==> config.mk <==
export PLATFORM = sky130hd
export DESIGN_NAME = c3s_prep
export DESIGN_NICKNAME = d
export VERILOG_FILES = /design/src/rtl/c3s_pkg.sv /design/src/rtl/c3s_prep.sv
export SDC_FILE = /design/constraint.sdc
export NUM_CORES = 2
export LEC_CHECK = 0
export ABC_AREA = 0
export BUFFER_PORTS_ARGS = -buffer_cell sky130_fd_sc_hd__buf_2
export CAP_MARGIN = 20
export CORE_AREA = 4 4 373 375
export CTS_CLUSTER_DIAMETER = 150
export DETAILED_ROUTE_END_ITERATION = 8
export DIE_AREA = 0 0 377 379
export MAX_ROUTING_LAYER = met4
export PLACE_DENSITY_LB_ADDON = 0.12
export SLEW_MARGIN = 20
export SYNTH_ARGS = -nofsm -noshare
export SYNTH_HDL_FRONTEND = slang
export SYNTH_SLANG_ARGS = --single-unit
export TNS_END_PERCENT = 10
==> constraint.sdc <==
create_clock -name i_clk -period 7.6 [get_ports i_clk]
set_input_delay 0.76 -clock i_clk [delete_from_list [all_inputs] [get_ports i_clk]]
set_output_delay 0.76 -clock i_clk [all_outputs]
set_load 0.05 [all_outputs]
==> src/rtl/c3s_pkg.sv <==
`timescale 1ns / 1ps
// Shared constants and types for the 3x3 Cramer's-rule solver.
package c3s_pkg;

    localparam int DATA_W       = 32;              // one Q-format field
    localparam int N_IN_FIELDS  = 12;
    localparam int DET_W        = 3 * DATA_W + 2;  // exact triple-product sum
    localparam int QB           = DATA_W + 1;      // quotient bits kept
    localparam int THR_W        = 16;
    localparam int FRAC_BITS_DEF = 16;
    localparam int APB_AW       = 2;
    localparam int APB_DW       = 32;

    localparam logic [THR_W-1:0]  THR_RST  = 16'd328;
    localparam logic [APB_AW-1:0] ADDR_THR = 2'd0;

    typedef logic [2:0][DATA_W-1:0] t_vec;
    typedef logic [3:0][DET_W-1:0]  t_dets;

    typedef struct packed {
        logic vld;
        logic sing;
    } t_ctl;

endpackage

==> src/rtl/c3s_prep.sv <==
`timescale 1ns / 1ps
// Divider set-up: magnitudes, signs, singular test, rounded dividends, range check.
module c3s_prep #(
    parameter int FRAC_BITS = c3s_pkg::FRAC_BITS_DEF
) (
    input  logic                                  i_clk,
    input  logic                                  i_rst_n,
    input  logic                                  i_ce,
    input  logic                                  i_vld,
    input  c3s_pkg::t_dets                        i_det,
    input  logic [c3s_pkg::THR_W-1:0]             i_thr,
    output c3s_pkg::t_ctl                         o_ctl,
    output logic [c3s_pkg::DET_W+FRAC_BITS+c3s_pkg::QB+1:0] o_n2 [3],
    output logic [c3s_pkg::DET_W:0]               o_d2,
    output logic [2:0]                            o_neg,
    output logic [2:0]                            o_povf
);
    import c3s_pkg::*;

    localparam int NW = DET_W + FRAC_BITS + 2;
    localparam int RW = DET_W + FRAC_BITS + QB + 2;

    logic [DET_W-1:0] r_mag [4];
    logic [3:0]       r_sgn;
    logic             r_zero;
    logic [NW-1:0]    r_n2b [3];
    logic [DET_W:0]   r_d2b;
    logic [2:0]       r_qnb;
    logic             r_singb;
    logic [RW-1:0]    r_n2c [3];
    logic [DET_W:0]   r_d2c;
    logic [2:0]       r_qnc;
    logic [2:0]       r_povf;
    logic             r_singc;
    logic [2:0]       r_vld;

    always_ff @(posedge i_clk) begin
        if (i_ce) begin
            for (int j = 0; j < 4; j++) begin
                r_mag[j] <= i_det[j][DET_W-1] ? DET_W'(0) - i_det[j] : i_det[j];
                r_sgn[j] <= i_det[j][DET_W-1];
            end
            r_zero <= (i_det[0] == '0);

            for (int i = 0; i < 3; i++) begin
                r_n2b[i] <= (NW'(r_mag[i+1]) << (FRAC_BITS + 1)) + NW'(r_mag[0]);
                r_qnb[i] <= r_sgn[i+1] ^ r_sgn[0];
            end
            r_d2b   <= {r_mag[0], 1'b0};
            r_singb <= r_zero || (r_mag[0] < (DET_W'(i_thr) << (2 * FRAC_BITS)));

            for (int i = 0; i < 3; i++) begin
                r_n2c[i]  <= RW'(r_n2b[i]);
                r_povf[i] <= RW'(r_n2b[i]) >= (RW'(r_d2b) << QB);
            end
            r_d2c   <= r_d2b;
            r_qnc   <= r_qnb;
            r_singc <= r_singb;
        end
    end

    always_ff @(posedge i_clk) begin
        if (!i_rst_n) begin
            r_vld <= '0;
        end else if (i_ce) begin
            r_vld <= {r_vld[1:0], i_vld};
        end
    end

    assign o_ctl.vld  = r_vld[2];
    assign o_ctl.sing = r_singc;
    assign o_n2       = r_n2c;
    assign o_d2       = r_d2c;
    assign o_neg      = r_qnc;
    assign o_povf     = r_povf;

endmodule

After elaboration in Yosys (flattened, before gate mapping)
Memory sizes are Yosys's and may differ from the RTL's.
Index checks and enable logic that the tools add are counted.

operators by class
  add/sub/neg operators = 7
  multiply operators = 0
  div/mod/pow operators = 0
  order comparisons = 4
  equality and inequality tests = 0
  shift operators = 0
  mux-type cells = 6
  bitwise operators = 3
  reduce and logical (&&, ||, !) cells = 2

operators by type and width
  kind                                                                  number
  116-bit by 132-bit greater-or-equal comparator with 1-bit output      3
  98-bit 2-to-1 mux                                                     4
  1-bit by 98-bit subtractor with 98-bit output (first input constant)  4
  115-bit by 98-bit adder with 116-bit output                           3
  98-bit zero test                                                      1
  98-bit by 48-bit less-than comparator with 1-bit output               1
  1-bit XOR                                                             3
  1-bit 2-to-1 mux                                                      2
  1-bit logical OR                                                      1

word-level totals
  bits in registers = 563
  latch bits = 0
  RAM bits = 740
  memory bits (read-only) = 0
  word-level logic and storage cells = 37
  memories kept = 2

memories
  name   depth  bits a word  rd ports  clocked after memory_dff  wr ports  RTL line        text
  r_mag  4      98           4         0                         4         c3s_prep.sv:23  logic [DET_W-1:0] r_mag [4];
  r_n2b  3      116          3         0                         3         c3s_prep.sv:26  logic [NW-1:0] r_n2b [3];

Depth between registers and ports, before layout
An unclocked memory read counts as a cell.

  word-level depth = 3
  gate-level depth with buffers = 13
  gate-level depth less buffers = 13

Least setup slack after synthesis
OpenSTA, ideal clock, no wires.

  path type = input -> register
  start point = input port i_det[211] (netlist name)
  end point = memory r_mag[2][89] (netlist name) (data pin)
  arrival time = 3768 ps
  required time = 7342 ps
  path slack = 3574 ps
  cell stages on the path = 10
  buffers on the path = 0
  cell sequence = or4_4 > or3_4 > nor4_4 > nand2_2 > or4_4 > or2_4 > or3_4 > or3_4 > o31ai_4 > xnor2_1

RTL lines
  element          RTL line        text
  start, declared  c3s_prep.sv:10  input c3s_pkg::t_dets i_det,
  end, declared    c3s_prep.sv:23

==> flow_summary_export.csv <==
group,metric,value,unit
layout,design_area,0.07771,mm2
clock_network,cts.sinks,1201,
critical_path,crit_path_end_kind,"flip-flop",
critical_path,crit_fanout,8,
synth,synth_top_cells_by_count,"edfxtp_1, xnor2_1, ha_1",
clock_network,cts_hold_buf,0,
global_routing,grt_overflow,0,
placed_design,port_buffers,865,
drt,avgRoutedWirePerCell,30.48,um
synth,syn_inst,5793,
synth,synth_edf_count,1198,
die,core,0.1353,mm2
placed_design,placed_area,0.07312,mm2
sta,finalCriticalPeriod,5.921,ns
drt,drc,0,
clock_network,cts_setup_buffers,0,
placed_design,place_hpwl,214400,um
sta,setup-tns-final,0,ns
synth,synthArstFlopShare,0,%
die,fp.dieW,377,um
clock_network,cts_tree,"built",
die,rows,135,
clock_network,htreeDepth,4,
synth,yosys.area.top_type,"edfxtp_1",
drt,wl,261200,um
critical_path,crit_type,"flip-flop to flip-flop",
sta,rsz0062_at_grt,"false",
layout,nNetsFinal,7551,
global_routing,grt_pass1_wl,357800,um
synth,yosys_warnings,0,
clock_network,cts_buffers,134,
critical_path,crit_start,"r_mag[0][17]",
layout,drive_gt1_share,17.49,%
worst_hold_path,hold_class,"primary input to flip-flop",
critical_path,r2r_cells,12,
synth,yosysTopAreaCellShare,53.32,%
layout,fin_util,57.43,%
synth,ys_types,83,
synth,synth_compound_area_share,13.50,%
synth,synthFlopType,"edfxtp_1",
sta,slew_viol_final,0,
sta,hold_viol_final,0,
clock_network,ctsResizeCount,0,
synth,synth_top_family_by_area,"compound AO/OA/AOI/OAI gates",
run,maxCapViolations,0,
placed_design,globalplace.congestion,1.014,
sta,finalCritPeriodShare,77.91,%
synth,synthAdderAreaFrac,9.510,%
sta,relSlewSlack,20.23,%
critical_path,rrSetupSlack,1.68,ns
sta,finClkSkew,0.03775,ns
global_routing,track_usage,36.45,%
synth,synth_xor_area_share,8.607,%
sta,clock.fmax,168.9,MHz
synth,synth-simple-area-share,11.23,%
critical_path,timing.rr.end,"r_n2b[0][225]",
synth,syn_area_per_cell,11.65,um2
die,initial_core_util,49.86,%
synth,ys_seq_elements,1201,
die,io_pins,966,
sta,setup-violations-final,0,
power_and_ir_drop,ir_drop,0.2686,mV
drt,drtAntennaViolNets,0,
synth,syn_area,0.06746,mm2
clock_network,ctsLongestPathBuffers,3,
die,die-area,0.1429,mm2
sta,tightest_slew,1.186,ns
clock_network,ctsRootBufferMaster,"clkbuf_16",
global_routing,grt_start_max_net_pins,156,
global_routing,antenna_found_initial,106,
drt,vias_per_cell,6.199,
synth,synthTopCellsByArea,"edfxtp_1, ha_1, xnor2_1",
power_and_ir_drop,cellPowerDensity,289.6,mW/mm2
global_routing,grt_pass1_vias,49163,
critical_path,arrival,6.45,ns
layout,fillCellCount,11453,
drt,firstDrtPassIters,6,
critical_path,startpoint_type,"flip-flop",
placed_design,pre_cts_slack,1.774,ns
power_and_ir_drop,p_leak,30.31,nW
sta,fin_ws,1.679,ns
critical_path,worstPathRequired,8.12,ns
synth,seq_area_frac_synth,53.41,%
synth,yosys.cell_count.top_type,"edfxtp_1",
critical_path,critical_path.endpoint,"r_n2b[0][225]",
critical_path,r2r_start,"r_mag[0][17]",
clock_network,clk_pin_slew_worst_paths,0.06,ns
die,die_h,379,um
clock_network,clk_latency,0.79,ns
drt,via_count,53126,
layout,area_growth,15.18,%
status,outcome,"completed",
synth,synthMuxAreaShare,0.07418,%
drt,drt_iter0_drc,6879,
-- sequential cells by signal, summed over array words and instances (netlist names) --
register	flops
o_d2	81
r_vld	3
r_n2b	297
r_singb	1
r_sgn	4
r_qnb	3
r_mag	392
o_povf	3
r_zero	1
o_n2	314
r_d2b	98
r_singc	1
o_neg	3
-- cell families after synthesis --
kind of cell	Yosys count
buf+inv	504
compound gates	1435
xor+xnor	663
flops	1201
other cells	1
simple gates	1473
mux	5
fa+ha+maj	511
-- metal layers --
| metal | share of wire [%] | routed length, um | track usage [%] | up-vias |
|---|---|---|---|---|
| met2 | 43 | 112500 | 52.56 | 3020 |
| met5 | 0 | 0 | - | - |
| met3 | 10 | 27360 | 8.092 | 487 |
| met1 | 42 | 110500 | 50.71 | 26102 |
| li1 | - | - | - | 23517 |
| met4 | 4.2 | 10850 | 13.29 | 0 |
-- cells in the final DEF (no fill, tap or decap), types with 24 or more instances in the layout --
master     count
or2_2         30
o21bai_1      63
or3_1         67
a21o_1       214
buf_4         50
nor4_1        75
o41ai_1       42
nand2b_1      45
diode_2       65
xor2_1       117
clkinv_1      24
conb_1       100
nand4_1      178
o21a_1        36
nand2_1      418
o21ai_0      343
o211ai_1      28
and3_1        29
o31ai_1      140
a31oi_1       42
inv_1        187
ha_1         508
clkbuf_16    138
edfxtp_1    1198
nor2_1       262
nor2b_1       42
or4_1         60
nand3_1       87
a21oi_1      392
nor3_1        97
xnor2_1      546
buf_2        860
-- how the worst min path moves through the flow --
stage / startpoint / to / slack, ns / cells after the start
2_1_floorplan: r_qnb[0] / o_neg[0] / 0.40 / 0
3_3_place_gp: r_mag[0][9] / r_d2b[10] / 0.40 / 0
3_5_place_dp: r_qnb[0] / o_neg[0] / 0.40 / 0
4_1_cts: i_det[196] / r_mag[2][0] / 0.16 / 1
5_1_grt: i_det[196] / r_mag[2][0] / 0.19 / 1
6_report: i_det[196] / r_mag[2][0] / 0.22 / 1
-- area by class of cell --
class	count	area (um2)	share of cell area (%)
inverters	187	701.9	0.9033
clock buffers	151	3502	4.507
well taps	1781	2228	2.868
flip-flops and latches	1201	36030	46.37
repair buffers	917	4806	6.185
clock inverters	81	919.6	1.183
multi-input cells	4187	29350	37.77
diodes	65	162.7	0.2093
-- power by group --
group | switching [mW] | internal, mW
logic | 4.30 | 1.97
registers | 0.968 | 8.62
clock network | 2.75 | 3.90
-- through the flow --
stage / instances / total power [mW] / hold WS [ns]
2_1_floorplan: 5892 / 13.27 / 0.4003
3_3_place_gp: 8272 / 15.76 / 0.4017
3_5_place_dp: 8273 / 15.79 / 0.4045
4_1_cts: 8505 / 22.43 / 0.1567
5_1_grt: 8559 / 23.32 / 0.1879
6_report: 8570 / 22.50 / 0.2196
-- worst max-delay path: stages, from the launching register on --
cell       delay [ns]
edfxtp_1         0.61
ha_1             0.29
fa_1             0.26
a211oi_1         0.11
o21bai_1         0.17
a21oi_1          0.20
o311ai_1         1.01
nand4_1          0.41
a2111oi_0        0.93
o21ai_0          0.38
a21oi_1          0.91
nand4_1          0.21
xnor2_1          0.18
Note: power is estimated with default switching activity, not from simulation.
